[config.mk]
export PLATFORM = sky130hd
export DESIGN_NAME = rwnh_front_flat
export DESIGN_NICKNAME = d
export VERILOG_FILES = /design/src/sv/rwnh_pkg.sv /design/src/sv/rwnh_if.sv /design/src/sv/rwnh_front.sv /design/src/flat_wrapper.sv
export SDC_FILE = /design/constraint.sdc
export NUM_CORES = 1
export LEC_CHECK = 0
export BUFFER_PORTS_ARGS = -buffer_cell sky130_fd_sc_hd__buf_2
export CAP_MARGIN = 20
export CORE_MARGIN = 2
export CORE_UTILIZATION = 45
export CTS_CLUSTER_SIZE = 24
export DETAILED_ROUTE_END_ITERATION = 8
export PLACE_DENSITY = 0.72
export SLEW_MARGIN = 20
export SYNTH_ARGS = -nofsm -noshare
export SYNTH_HDL_FRONTEND = slang
export SYNTH_SLANG_ARGS = --single-unit
[constraint.sdc]
create_clock -name clk -period 8.45 [get_ports clk]
set_input_delay 0.845 -clock clk [delete_from_list [all_inputs] [get_ports clk]]
set_output_delay 0.845 -clock clk [all_outputs]
set_load 0.05 [all_outputs]
[src/sv/rwnh_pkg.sv]
// Shared types, widths and constants for the ray/wall nearest-hit block.
// No dependencies; every other file imports this package.
package rwnh_pkg;

    localparam int WALL_SLOTS  = 16;
    localparam int SLOT_W      = 4;
    localparam int COUNT_W     = 5;
    localparam int ANGLE_BITS  = 16;
    localparam int COORD_W     = 24;
    localparam int DIFF_W      = COORD_W + 1;
    localparam int DIR_W       = 18;
    localparam int ACC_W       = 52;
    localparam int CORD_W      = 34;
    localparam int CORD_STEPS  = 16;
    localparam int DIST_W      = 24;
    localparam int FRAC_BITS   = 16;
    localparam int LIMIT_W     = 16;
    localparam int DIV_STEPS   = DIST_W;
    localparam int DIV_CNT_W   = 5;
    localparam int STEP_W      = 4;
    localparam int APB_ADDR_W  = 4;
    localparam int APB_DATA_W  = 32;

    localparam logic signed [CORD_W-1:0] CORDIC_GAIN = CORD_W'(652032874);
    localparam logic [31:0] QUAD_HALF = 32'h2000_0000;
    localparam logic [DIST_W-1:0] DIST_MISS = '1;
    localparam logic [DIST_W-1:0] MIN_RANGE_RST = DIST_W'(6554);
    localparam logic [COUNT_W-1:0] WALLS_RST = COUNT_W'(3);
    localparam logic [LIMIT_W-1:0] PAR_LIMIT_RST = LIMIT_W'(1);

    localparam logic OP_WRITE = 1'b0;
    localparam logic OP_CAST  = 1'b1;

    typedef enum logic [1:0] {
        REG_MIN_RANGE = 2'd0,
        REG_WALLS     = 2'd1,
        REG_PAR_LIMIT = 2'd2
    } reg_idx_t;

    typedef struct packed {
        logic                      is_cast;
        logic [SLOT_W-1:0]         slot;
        logic signed [COORD_W-1:0] p0_x;
        logic signed [COORD_W-1:0] p0_y;
        logic signed [COORD_W-1:0] p1_x;
        logic signed [COORD_W-1:0] p1_y;
        logic [ANGLE_BITS-1:0]     angle;
    } cmd_t;

    typedef struct packed {
        logic [DIST_W-1:0]  min_range;
        logic [COUNT_W-1:0] walls_in_use;
        logic [LIMIT_W-1:0] parallel_limit;
    } cfg_t;

    // arctan(2^-i) in Q30 turns of a quarter circle at 2^30
    function automatic logic signed [CORD_W-1:0] atan_val(input logic [STEP_W-1:0] i);
        logic [31:0] v;
        case (i)
            4'd0:    v = 32'h2000_0000;
            4'd1:    v = 32'h12E4_051E;
            4'd2:    v = 32'h09FB_385B;
            4'd3:    v = 32'h0511_11D4;
            4'd4:    v = 32'h028B_0D43;
            4'd5:    v = 32'h0145_D7E1;
            4'd6:    v = 32'h00A2_F61E;
            4'd7:    v = 32'h0051_7C55;
            4'd8:    v = 32'h0028_BE53;
            4'd9:    v = 32'h0014_5F2F;
            4'd10:   v = 32'h000A_2F98;
            4'd11:   v = 32'h0005_17CC;
            4'd12:   v = 32'h0002_8BE6;
            4'd13:   v = 32'h0001_45F3;
            4'd14:   v = 32'h0000_A2FA;
            4'd15:   v = 32'h0000_517D;
            default: v = 32'h0;
        endcase
        return CORD_W'(v);
    endfunction

endpackage

[src/sv/rwnh_if.sv]
// Request and result channel interfaces (valid/ready with payload).
// Depends on rwnh_pkg.
interface rwnh_in_if import rwnh_pkg::*; ();
    logic                      valid;
    logic                      ready;
    logic                      opcode;
    logic [SLOT_W-1:0]         wall_slot;
    logic signed [COORD_W-1:0] start_x;
    logic signed [COORD_W-1:0] start_y;
    logic signed [COORD_W-1:0] end_x;
    logic signed [COORD_W-1:0] end_y;
    logic signed [COORD_W-1:0] origin_x;
    logic signed [COORD_W-1:0] origin_y;
    logic [ANGLE_BITS-1:0]     ray_angle;

    modport source (output valid, opcode, wall_slot, start_x, start_y, end_x, end_y,
                    origin_x, origin_y, ray_angle, input ready);
    modport sink (input valid, opcode, wall_slot, start_x, start_y, end_x, end_y,
                  origin_x, origin_y, ray_angle, output ready);
endinterface


[src/sv/rwnh_front.sv]
// Front end: accepts requests, classifies them into wall writes and casts,
// and holds them in a two-entry queue for the back end. Depends on rwnh_pkg, rwnh_if.
module rwnh_front import rwnh_pkg::*; (
    input  logic     clk,
    input  logic     rst_n,
    rwnh_in_if.sink  cmd,
    output cmd_t     head,
    output logic     head_valid,
    input  logic     head_pop
);

    cmd_t       q_reg [2];
    logic       wr_ptr_reg, wr_ptr_next;
    logic       rd_ptr_reg, rd_ptr_next;
    logic [1:0] count_reg, count_next;
    logic       push;
    logic       pop;
    cmd_t       entry;

    assign cmd.ready  = (count_reg != 2'd2);
    assign push       = cmd.valid && cmd.ready;
    assign head_valid = (count_reg != 2'd0);
    assign pop        = head_pop && head_valid;
    assign head       = q_reg[rd_ptr_reg];

    always_comb
    begin
        entry.is_cast = (cmd.opcode == OP_CAST);
        entry.slot    = cmd.wall_slot;
        entry.p0_x    = entry.is_cast ? cmd.origin_x : cmd.start_x;
        entry.p0_y    = entry.is_cast ? cmd.origin_y : cmd.start_y;
        entry.p1_x    = cmd.end_x;
        entry.p1_y    = cmd.end_y;
        entry.angle   = cmd.ray_angle;
    end

    always_comb
    begin
        wr_ptr_next = push ? ~wr_ptr_reg : wr_ptr_reg;
        rd_ptr_next = pop ? ~rd_ptr_reg : rd_ptr_reg;
        count_next  = count_reg + 2'(push) - 2'(pop);
    end

    always_ff @(posedge clk or negedge rst_n)
    begin
        if (!rst_n)
        begin
            wr_ptr_reg <= 1'b0;
            rd_ptr_reg <= 1'b0;
            count_reg  <= 2'd0;
        end
        else
        begin
            wr_ptr_reg <= wr_ptr_next;
            rd_ptr_reg <= rd_ptr_next;
            count_reg  <= count_next;
        end
    end

    always_ff @(posedge clk)
    begin
        if (push)
        begin
            q_reg[wr_ptr_reg] <= entry;
        end
    end

endmodule

[src/flat_wrapper.sv]
// flat-port wrapper written by rule: the top's interface ports become plain ports
module rwnh_front_flat import rwnh_pkg::*;
  (clk, rst_n, head, head_valid, head_pop, cmd_valid, cmd_opcode, cmd_wall_slot, cmd_start_x, cmd_start_y, cmd_end_x, cmd_end_y, cmd_origin_x, cmd_origin_y, cmd_ray_angle, cmd_ready);
  rwnh_in_if cmd_i ();
  input  logic clk;
  input  logic rst_n;
  output cmd_t head;
  output logic head_valid;
  input  logic head_pop;
  input wire logic [$bits(cmd_i.valid)-1:0] cmd_valid;
  input wire logic [$bits(cmd_i.opcode)-1:0] cmd_opcode;
  input wire logic [$bits(cmd_i.wall_slot)-1:0] cmd_wall_slot;
  input wire logic [$bits(cmd_i.start_x)-1:0] cmd_start_x;
  input wire logic [$bits(cmd_i.start_y)-1:0] cmd_start_y;
  input wire logic [$bits(cmd_i.end_x)-1:0] cmd_end_x;
  input wire logic [$bits(cmd_i.end_y)-1:0] cmd_end_y;
  input wire logic [$bits(cmd_i.origin_x)-1:0] cmd_origin_x;
  input wire logic [$bits(cmd_i.origin_y)-1:0] cmd_origin_y;
  input wire logic [$bits(cmd_i.ray_angle)-1:0] cmd_ray_angle;
  output wire logic [$bits(cmd_i.ready)-1:0] cmd_ready;
  assign cmd_i.valid = cmd_valid;
  assign cmd_i.opcode = cmd_opcode;
  assign cmd_i.wall_slot = cmd_wall_slot;
  assign cmd_i.start_x = cmd_start_x;
  assign cmd_i.start_y = cmd_start_y;
  assign cmd_i.end_x = cmd_end_x;
  assign cmd_i.end_y = cmd_end_y;
  assign cmd_i.origin_x = cmd_origin_x;
  assign cmd_i.origin_y = cmd_origin_y;
  assign cmd_i.ray_angle = cmd_ray_angle;
  assign cmd_ready = cmd_i.ready;
  rwnh_front u_core (.clk(clk), .rst_n(rst_n), .cmd(cmd_i), .head(head), .head_valid(head_valid), .head_pop(head_pop));
endmodule
# == Word level (Yosys, flattened, before mapping) ==
# Memory sizes are Yosys's and may differ from the RTL's.
# Cells that the tools add are included.
# totals
output_inout_bits,119
mem_bits_rw,234
input_bits,169
memories,1
word_cells,16
ff_bits,4
# mem_list
name,words,width,read_ports,rd_clocked_by_memory_dff,write_ports,line_no,source
u_core.q_reg,2,117,1,0,1,rwnh_front.sv:12,cmd_t q_reg [2];
# classes
eq_ne,1
addsub,2
n_reduce_logical,3
n_mux,4
n_bitwise,2
# ops
cell,count
24-bit two-way mux,2
2-bit by 1-bit adder with 2-bit output,1
1-bit logical AND,2
1-bit two-way mux,2
"2-bit != test, second input constant",1
1-bit NOT,2
2-bit nonzero test,1
2-bit by 1-bit subtractor with 2-bit output,1

# == Logic depth before layout (Yosys ltp) ==
# Gate-level depths: netlist of the first run.
# depth
word_depth,4
depth_mapped,7
depth_no_buf,7

# == Worst setup path after synthesis of the first run ==
# Ideal clock, no wire load.
# synth_timing
path_kind,register to register
from,register u_core.count_reg[1]
to,memory u_core.q_reg[0][0] (netlist bit) (enable)
arrival_time_ns,5.877
setup_ns,0.595
path_stages_with_launch,4
path_buffers,0
path_slack_ns,1.978
synth_period_minus_slack_ns,6.472
path_cell_list,dfrtp_1 -> nand2b_1 -> nand2_1 -> nor2_1
# synth_via
elab_chain_len,4
# synth_rtl
item,line_no,source
from (decl),rwnh_front.sv:15,"logic [1:0] count_reg, count_next;"
from (signal assigned),rwnh_front.sv:56,count_reg <= count_next;
2-bit != test,rwnh_front.sv:20,assign cmd.ready = (count_reg != 2'd2);
named net cmd_ready,flat_wrapper.sv:20,output wire logic [$bits(cmd_i.ready)-1:0] cmd_ready;
1-bit logical AND,rwnh_front.sv:21,assign push = cmd.valid && cmd.ready;
1-bit two-way mux,rwnh_front.sv:62,if (push)
1-bit two-way mux (implied by the code),rwnh_front.sv:64,q_reg[wr_ptr_reg] <= entry;
to (decl),rwnh_front.sv:12,
# The timed path passes the listed nets, and every way through them passes these cells.

==> results.toml, run 1 <==
[run]
maxCapViolations = 0

[drt]
viasPerCell = 4.89
vias = 5012
wirelength_mm = 18.6
wire_per_inst_um = 18.1
first_pass_iters = 4
drtAntennaViolNets = 0
drt-initial-drc-count = 186
drc = 0

[placement]
dpl_cell_area_mm2 = 0.0110
placed_cells = 979
port_buffers = 287
gp_congestion = 0.786
dp_hpwl_mm = 12.5

[clock_tree]
numCtsBuffers = 25
cts_resized = 0
cts_root_buf = "clkbuf_16"
post_cts.repair.setup_buffers = 0
hold_buffers = 0
cts_max_path_buffers = 3
htree_num_levels = 1
clock_sinks = 238
clk_latency_ps = 500
cts_tree = "done"
clkTransAtPathRegs_ps = 60

[setup_path]
crit_path_start_kind = "register"
slowest_stage = "buf_4"
path_class = "reg -> out"
r2r-end = "u_core.q_reg[0][76]"
path_cells = "buf_4 -> mux2_2 -> buf_2"
r2r_cells = 5
crit_arrival_ps = 3000
required_ps = 7610
max_stage_delay_ps = 880
cp_max_fo = 69
r2r_start = "u_core.count_reg[1]"
crit_path_end_kind = "output pin"
reg2reg_slack_ps = 5460

[yosys]
synthSimpleGateAreaFrac_pct = 0.350
avgSynthCellArea_um2 = 21.3
seq_area_frac_synth_pct = 76.7
syn-instance-count = 436
synth-compound-area-share_pct = 0
synth_top_family_by_area = "multiplexers"
synthAdderAreaFrac_pct = 0.269
synthMuxAreaShare_pct = 20.8
syn_nets = 607
synthesis.area_mm2 = 0.00929
synth.distinct_cells = 17
yosys_warnings = 0
ys_seq_elements = 238
synth-xor-area-share_pct = 0.377

[power_and_ir_drop]
power_w = 0.00471
ir_worst_vdd_v = 0.000209
power.density_mw_per_mm2 = 399
leakagePower_nw = 4.55

[timing]
rsz0062_at_grt = "no"
fmax_ghz = 0.260
drv_slew = 0
clock_skew_ps = 9.31
fin_crit_sh_pct = 45.5
setup_tns_ps = 0
setup_violations = 0
hold_viol = 0
worst_slew_pin_slew_ps = 1020
relSlewSlack_pct = 31.9
post-route-min-period_ps = 3850

[global_routing]
grt.total_usage_pct = 16.4
grt_pass1_vias = 5480
grt_max_degree = 70
grt_pass1_wl_mm = 28.2
grt.overflow.total = 0
antenna_found_initial = 2

[final_layout]
fin_cells = 1024
final_common_cell = "buf_2"
nNetsFinal = 907
largest_register_ffs = 234
final_cell_mix = "286 x buf_2, 234 x edfxtp_1, 145 x mux2_2"
drive_gt1_share_pct = 65.8
stdcell_area_mm2 = 0.0118
areaGrowthSynthToFinish_pct = 27.1
diodes = 0

[floorplanning]
core_mm2 = 0.0202
start_util_pct = 45.9
fp.dieH_um = 148
rows = 52
dieWidth_um = 148
die_area_mm2 = 0.0218
ios = 288

[hold_path]
hp-class = "in -> async"

[outcome]
status = "complete, no violations"
-- synth_stat cells --
| master | count | area, um^2 |
|---|---|---|
| and2_1 | 1 | 6.26 |
| and3_1 | 1 | 6.26 |
| buf_2 | 11 | 55.1 |
| buf_4 | 3 | 22.5 |
| buf_6 | 4 | 45.0 |
| dfrtp_1 | 4 | 100 |
| edfxtp_1 | 234 | 7030 |
| ha_1 | 2 | 25.0 |
| inv_1 | 3 | 11.3 |
| mux2_2 | 145 | 1630 |
| mux2_4 | 20 | 300 |
| nand2_1 | 1 | 3.75 |
| nand2b_1 | 1 | 6.26 |
| nor2_1 | 1 | 3.75 |
| or2_2 | 1 | 6.26 |
| xnor2_1 | 3 | 26.3 |
| xor2_1 | 1 | 8.76 |
-- per-stage QoR --
stage / utilization [%] / hold slack, ps / worst slack (ps)
finish: 58.3 / 136 / 4600
global route: 58.3 / 117 / 4450
CTS: 58.3 / 116 / 4570
detailed placement: 54.3 / 497 / 5030
global placement: 54.3 / 479 / 5150
floorplan: - / 460 / 1980
-- critical path, delay by kind of cell, from the launching register on --
| kind | cells | cell delay, ps |
|---|---|---|
| mux | 1 | 430 |
| flops | 1 | 870 |
| buf+inv | 2 | 1100 |
-- cell families (layout without fill, tap and decap cells) --
| logic type | Yosys count | count (layout) |
|---|---|---|
| XOR/XNOR | 4 | 4 |
| buffers and inverters | 21 | 339 |
| flip-flops | 238 | 238 |
| multiplexers | 165 | 165 |
| AND/OR/NAND/NOR | 6 | 6 |
| adder cells (fa/ha/maj) | 2 | 2 |
-- per-layer routing --
layer	up-vias	GRT usage (%)	share of wire, %
met4	4	4.71	2.5
met1	2407	19.4	39
met2	238	28.4	49
li1	2323	-	-
met5	-	0	0.17
met3	40	5.65	9.2
-- where the power goes --
part	switching (W)	internal (W)	leakage [nW]	total, W
clock network	0.000418	0.000656	0.392	0.00107
registers	0.000107	0.00162	2.22	0.00173
logic	0.00137	0.000536	1.94	0.00190
total	0.00189	0.00282	4.55	0.00471
-- layout make-up --
cell class / instances / area [um^2]
well taps: 270 / 338
repair buffers: 291 / 1470
flip-flops and latches: 238 / 7130
multi-input cells: 177 / 2040
inverters: 3 / 11.3
clock buffers: 36 / 687
fillers: 1561 / 8430
clock inverters: 9 / 129
-- how the worst max path moves through the flow --
stage / startpoint / end / slack (ps) / depth (start not counted)
after global routing: u_core.rd_ptr_reg / head[68] / 4450 / 3
after global placement: u_core.rd_ptr_reg / head[68] / 5150 / 3
after detailed placement: cmd_valid / u_core.q_reg[0][114] / 5030 / 5
final: u_core.rd_ptr_reg / head[68] / 4600 / 3
after CTS: u_core.rd_ptr_reg / head[68] / 4570 / 3
after floorplan: u_core.count_reg[1] / u_core.q_reg[0][0] / 1980 / 3
(Power assumes the default switching activity.)
==> inputs of run 2 (changes only) <==
--- a/config.mk
+++ b/config.mk
@@ -5,13 +5,14 @@
 export SDC_FILE = /design/constraint.sdc
 export NUM_CORES = 1
 export LEC_CHECK = 0
+export ABC_AREA = 1
 export BUFFER_PORTS_ARGS = -buffer_cell sky130_fd_sc_hd__buf_2
 export CAP_MARGIN = 20
 export CORE_MARGIN = 2
 export CORE_UTILIZATION = 45
 export CTS_CLUSTER_SIZE = 24
 export DETAILED_ROUTE_END_ITERATION = 8
-export PLACE_DENSITY = 0.72
+export PLACE_DENSITY = 0.71
 export SLEW_MARGIN = 20
 export SYNTH_ARGS = -nofsm -noshare
 export SYNTH_HDL_FRONTEND = slang
==> constraint.sdc (replaced) <==
create_clock -name clk -period 4 [get_ports clk]
set_input_delay 0.4 -clock clk [delete_from_list [all_inputs] [get_ports clk]]
set_output_delay 0.4 -clock clk [all_outputs]
set_load 0.05 [all_outputs]
==> run 2 against run 1 <==
Effect of this change: non-clock buffer count is 3 higher; area after synthesis up 0.84%; synthesized cell count up 83%; die area up 0.81%; sequential power increased by 110%; largest cell class unchanged.
==> results.toml, run 2 <==
[outcome]
status = "complete, no violations"

[drt]
drc = 0
first_pass_iters = 5
vias = 6366
wire_per_inst_um = 14.1
viasPerCell = 4.64
drt-initial-drc-count = 368
wirelength_mm = 19.4
drtAntennaViolNets = 0

[final_layout]
drive_gt1_share_pct = 30.3
fillers = 1713
largest_register_ffs = 234
fin_cells = 1372
final_util_pct = 58.1
areaGrowthSynthToFinish_pct = 26.0
final_cell_mix = "412 x nand2_1, 287 x buf_2, 234 x edfxtp_1"
stdcell_area_mm2 = 0.0118
final_common_cell = "nand2_1"
nNetsFinal = 1254

[timing]
setup_violations = 0
setup_tns_ps = 0
fmax_ghz = 0.329
rsz0062_at_grt = "no"
relSlewSlack_pct = 41.0
drv_slew = 0
clock_skew_ps = 5.69
worst_slew_pin_slew_ps = 886
post-route-min-period_ps = 3040
fin_crit_sh_pct = 76.1
hold_viol = 0

[clock_tree]
clkTransAtPathRegs_ps = 60
cts_max_path_buffers = 3
numCtsBuffers = 25
htree_num_levels = 1
cts_root_buf = "clkbuf_16"
cts_tree = "done"
post_cts.repair.setup_buffers = 0
clk_latency_ps = 500
clock_sinks = 238

[floorplanning]
dieWidth_um = 148
rows = 52
start_util_pct = 46.1
core_mm2 = 0.0203
ios = 288
fp.dieH_um = 148
die_area_mm2 = 0.0220

[setup_path]
crit_arrival_ps = 2640
required_ps = 3600
crit_path_end_kind = "output pin"
crit_path_start_kind = "register"
worstSetupStartpoint = "u_core.rd_ptr_reg"
path_class = "reg -> out"
cp_max_fo = 64
r2r_start = "u_core.count_reg[1]"

[yosys]
ys_seq_elements = 238
synth_edf_count = 234
yosys_warnings = 0
yosys-top-cells-count = "412 x nand2_1, 234 x edfxtp_1, 57 x inv_1, 48 x o21ai_0"
synth_flop_cell = "edfxtp_1"
synthesis.area_mm2 = 0.00936
synth_area_leaders = "edfxtp_1 75%, nand2_1 17%, o21ai_0 2.6%"
synth.most_common_cell = "nand2_1"
ys_async_sr_fraction_pct = 1.68
syn_nets = 968
yosysTopAreaCell = "edfxtp_1"
yosysTopAreaCellShare_pct = 75.0
avgSynthCellArea_um2 = 11.7
seq_area_frac_synth_pct = 76.1
syn-instance-count = 797
synth.distinct_cells = 13

[hold_path]
hp-class = "in -> reg"
hp-start = "cmd_wall_slot[0]"

[run]
maxCapViolations = 0

[placement]
port_buffers = 287
dp_hpwl_mm = 12.5
dpl_cell_area_mm2 = 0.0110
placed_cells = 1325
gp_congestion = 0.747

[global_routing]
grt_max_degree = 65
grt.overflow.total = 0
grt_pass1_wl_mm = 30.0
grt.total_usage_pct = 17.2
grt_pass1_vias = 6103
antenna_found_initial = 2

[power_and_ir_drop]
power_w = 0.0102
power.density_mw_per_mm2 = 863
ir_worst_vdd_v = 0.000438
leakagePower_nw = 5.36
run 2: changes by cell type in the layout (fill, tap and decap cells not counted), moves of 3 or more:
cell,before,now
nand3_1,0,3
clkinv_2,3,7
mux2_2,145,0
clkinv_1,0,4
inv_1,3,56
nand2_1,1,412
xnor2_1,3,0
mux2_4,20,0
o21ai_0,0,48
clkbuf_1,9,4
run 2: cell families after synthesis:
| family | synth area share [%] |
|---|---|
| simple gates | 16.7 |
| flops | 76.1 |
| buf+inv | 4.34 |
| compound gates | 2.57 |
| fa+ha+maj | 0.267 |
run 2: where the power goes:
group	total (W)	switching [W]	internal, W
Sequential	0.00364	0.000220	0.00342
Clock	0.00211	0.000896	0.00121
Combinational	0.00443	0.00359	0.000839
run 2: worst paths after layout:
check                                            end  slack (ps)  depth (start not counted)
worst max-delay path                        head[16]         960                          5
worst min-delay path            u_core.q_reg[1][112]          80                          1
worst max register to register   u_core.q_reg[0][37]        1960                          4
worst min register to register     u_core.wr_ptr_reg         500                          2
max in group asynchronous          u_core.rd_ptr_reg        3610                          2
min in group asynchronous          u_core.wr_ptr_reg         250                          2
run 2: area by class of cell:
class / instances / area [um^2] / area share [%]
Tap cell: 270 / 338 / 2.86
Clock inverter: 16 / 113 / 0.954
Inverter: 58 / 223 / 1.89
Timing Repair Buffer: 294 / 1520 / 12.8
Clock buffer: 29 / 641 / 5.43
Antenna cell: 1 / 2.50 / 0.0212
Sequential cell: 238 / 7130 / 60.4
Multi-Input combinational cell: 466 / 1840 / 15.6
run 2: timing repair:
item	in CTS	in global routing
hold endpoints to repair	4	0
resized for setup	0	0
hold buffers	1	0
run 2: stage by stage:
step	worst slack (ps)	hold WS (ps)
finish	957	82.4
global route	756	66.4
CTS	863	60.5
detailed placement	1400	213
global placement	1430	214
floorplan	323	104
run 2: critical path: stages (launching register included):
cell     delay, ps
dfrtp_4        740
inv_4          540
buf_12         330
nand2_1        120
nand2_1         70
buf_2          260
run 2: metal layers:
layer	global-route usage, %	part of all wire (%)
met1	21.5	40
met2	30.1	49
met3	3.99	8.8
met4	4.86	2.3
met5	0	0.067
==> inputs of run 3 (changes only) <==
--- a/config.mk
+++ b/config.mk
@@ -5,14 +5,14 @@
 export SDC_FILE = /design/constraint.sdc
 export NUM_CORES = 1
 export LEC_CHECK = 0
-export ABC_AREA = 1
+export ABC_AREA = 0
 export BUFFER_PORTS_ARGS = -buffer_cell sky130_fd_sc_hd__buf_2
 export CAP_MARGIN = 20
 export CORE_MARGIN = 2
 export CORE_UTILIZATION = 45
 export CTS_CLUSTER_SIZE = 24
 export DETAILED_ROUTE_END_ITERATION = 8
-export PLACE_DENSITY = 0.71
+export PLACE_DENSITY = 0.72
 export SLEW_MARGIN = 20
 export SYNTH_ARGS = -nofsm -noshare
 export SYNTH_HDL_FRONTEND = slang
==> constraint.sdc (replaced) <==
create_clock -name clk -period 3.1 [get_ports clk]
set_input_delay 0.31 -clock clk [delete_from_list [all_inputs] [get_ports clk]]
set_output_delay 0.31 -clock clk [all_outputs]
set_load 0.05 [all_outputs]
==> run 3 against run 2 <==
Effect of this change: sequential power up 26%; largest power group unchanged; die area down 0.80%; non-clock buffer count up 68; clock power up 23%; via count down 17%.
==> results.toml, run 3 (same netlist as run 1, synthesis figures left out) <==
[outcome]
status = "complete, no violations"

[setup_path]
path_cells = "buf_12 -> mux2_2 -> buf_2"
cp_max_fo = 67
crit_path_start_kind = "register"
max_stage_delay_ps = 440
critPathBufInv = 2
r2r_start = "u_core.count_reg[1]"
slowest_stage = "dfrtp_4"
path_delay_family = "buffers and inverters"
path_class = "reg -> out"
crit_path_end_kind = "output pin"
crit_arrival_ps = 1980
worstSetupStartpoint = "u_core.rd_ptr_reg"
required_ps = 2790

[global_routing]
antenna_found_initial = 0
grt_pass1_wl_mm = 29.2
grt_max_degree = 70
grt_pass1_vias = 5860
grt.overflow.total = 0
grt.total_usage_pct = 17.0

[clock_tree]
hold_buffers = 69
numCtsBuffers = 24
clk_latency_ps = 500
cts_resized = 0
clkTransAtPathRegs_ps = 60
clock_sinks = 238
cts_root_buf = "clkbuf_16"
cts_max_path_buffers = 3
post_cts.repair.setup_buffers = 0
cts_tree = "done"
htree_num_levels = 1

[placement]
dp_hpwl_mm = 12.2
port_buffers = 287
gp_congestion = 0.737

[timing]
setup_violations = 0
clock_skew_ps = 6.27
fmax_ghz = 0.436
rsz0062_at_grt = "no"
post-route-min-period_ps = 2290
hold_viol = 0
setup_tns_ps = 0
drv_slew = 0
relSlewSlack_pct = 54.5
worst_slew_pin_slew_ps = 682
fin_crit_sh_pct = 74.0

[floorplanning]
core_mm2 = 0.0202
dieWidth_um = 148
ios = 288
fp.dieH_um = 148
rows = 52
die_area_mm2 = 0.0218
start_util_pct = 45.9

[drt]
drtAntennaViolNets = 0
drc = 0
m1WireLength_mm = 6.84
wire_per_inst_um = 17.3
wirelength_mm = 18.9
viasPerCell = 4.84
drt-initial-drc-count = 199
top_layer_used = "met4"
route.met3.wl_mm = 1.75
first_pass_iters = 4
dr_wl_met2_mm = 9.64
vias = 5285

[final_layout]
nNetsFinal = 977
drive_gt1_share_pct = 59.7
final_cell_mix = "286 x buf_2, 234 x edfxtp_1, 145 x mux2_2"
fillers = 1480
areaGrowthSynthToFinish_pct = 34.1
diodes = 0
final_common_cell = "buf_2"
largest_register_ffs = 234
final_util_pct = 61.6

[power_and_ir_drop]
ir_worst_vdd_v = 0.000606
leakagePower_nw = 4.82
power.density_mw_per_mm2 = 1010

[run]
maxCapViolations = 0

[hold_path]
hp-class = "in -> reg"
hp-start = "cmd_start_x[14]"
[run 3: where the power goes]
part | leakage, nW | switching [W] | total [W] | internal (W)
Sequential | 2.22 | 0.000169 | 0.00459 | 0.00442
Combinational | 2.26 | 0.00386 | 0.00544 | 0.00158
Clock | 0.345 | 0.00108 | 0.00260 | 0.00152
Total | 4.82 | 0.00512 | 0.0126 | 0.00751
[run 3: worst reg2reg max path: stages, from the launching register on]
cell     delay [ps]
dfrtp_1         410
or2_2           300
and2_1          200
ha_1            290
inv_1            40
ha_1            180
xnor2_1         170
xnor2_1         140
[run 3: layout make-up]
class / count / area [um^2] / area share [%]
inverter: 3 / 11.3 / 0.0904
timing repair buffer: 362 / 2220 / 17.9
tap: 270 / 338 / 2.71
sequential: 238 / 7130 / 57.2
multi-input combinational: 177 / 2040 / 16.4
clock inverter: 6 / 23.8 / 0.191
clock buffer: 36 / 687 / 5.51
[run 3: final timing paths]
kind	end	slack, ps	depth (start not counted)
max	head[82]	810	3
min	u_core.q_reg[1][102]	130	2
max reg2reg	u_core.count_reg[1]	1300	7
min reg2reg	u_core.count_reg[1]	530	1
max in group asynchronous	u_core.rd_ptr_reg	2780	2
min in group asynchronous	u_core.count_reg[1]	180	2
[run 3: through the flow]
| step | worst slack, ps | instances | area, um^2 | total power [W] | hold slack [ps] |
|---|---|---|---|---|---|
| floorplan | 80.8 | 436 | 9300 | 0.00892 | 14.4 |
| global placement | 1220 | 981 | 11100 | 0.00998 | 118 |
| detailed placement | 1210 | 981 | 11100 | 0.0101 | 128 |
| CTS | 775 | 1092 | 12500 | 0.0128 | 103 |
| global route | 748 | 1092 | 12500 | 0.0131 | 104 |
| finish | 807 | 1092 | 12500 | 0.0126 | 126 |
[run 3: per-layer routing]
| layer | vias up | GRT usage [%] |
|---|---|---|
| li1 | 2464 | - |
| met1 | 2546 | 18.1 |
| met2 | 229 | 30.8 |
| met3 | 46 | 6.11 |
| met4 | 0 | 6.25 |
| met5 | - | 0 |
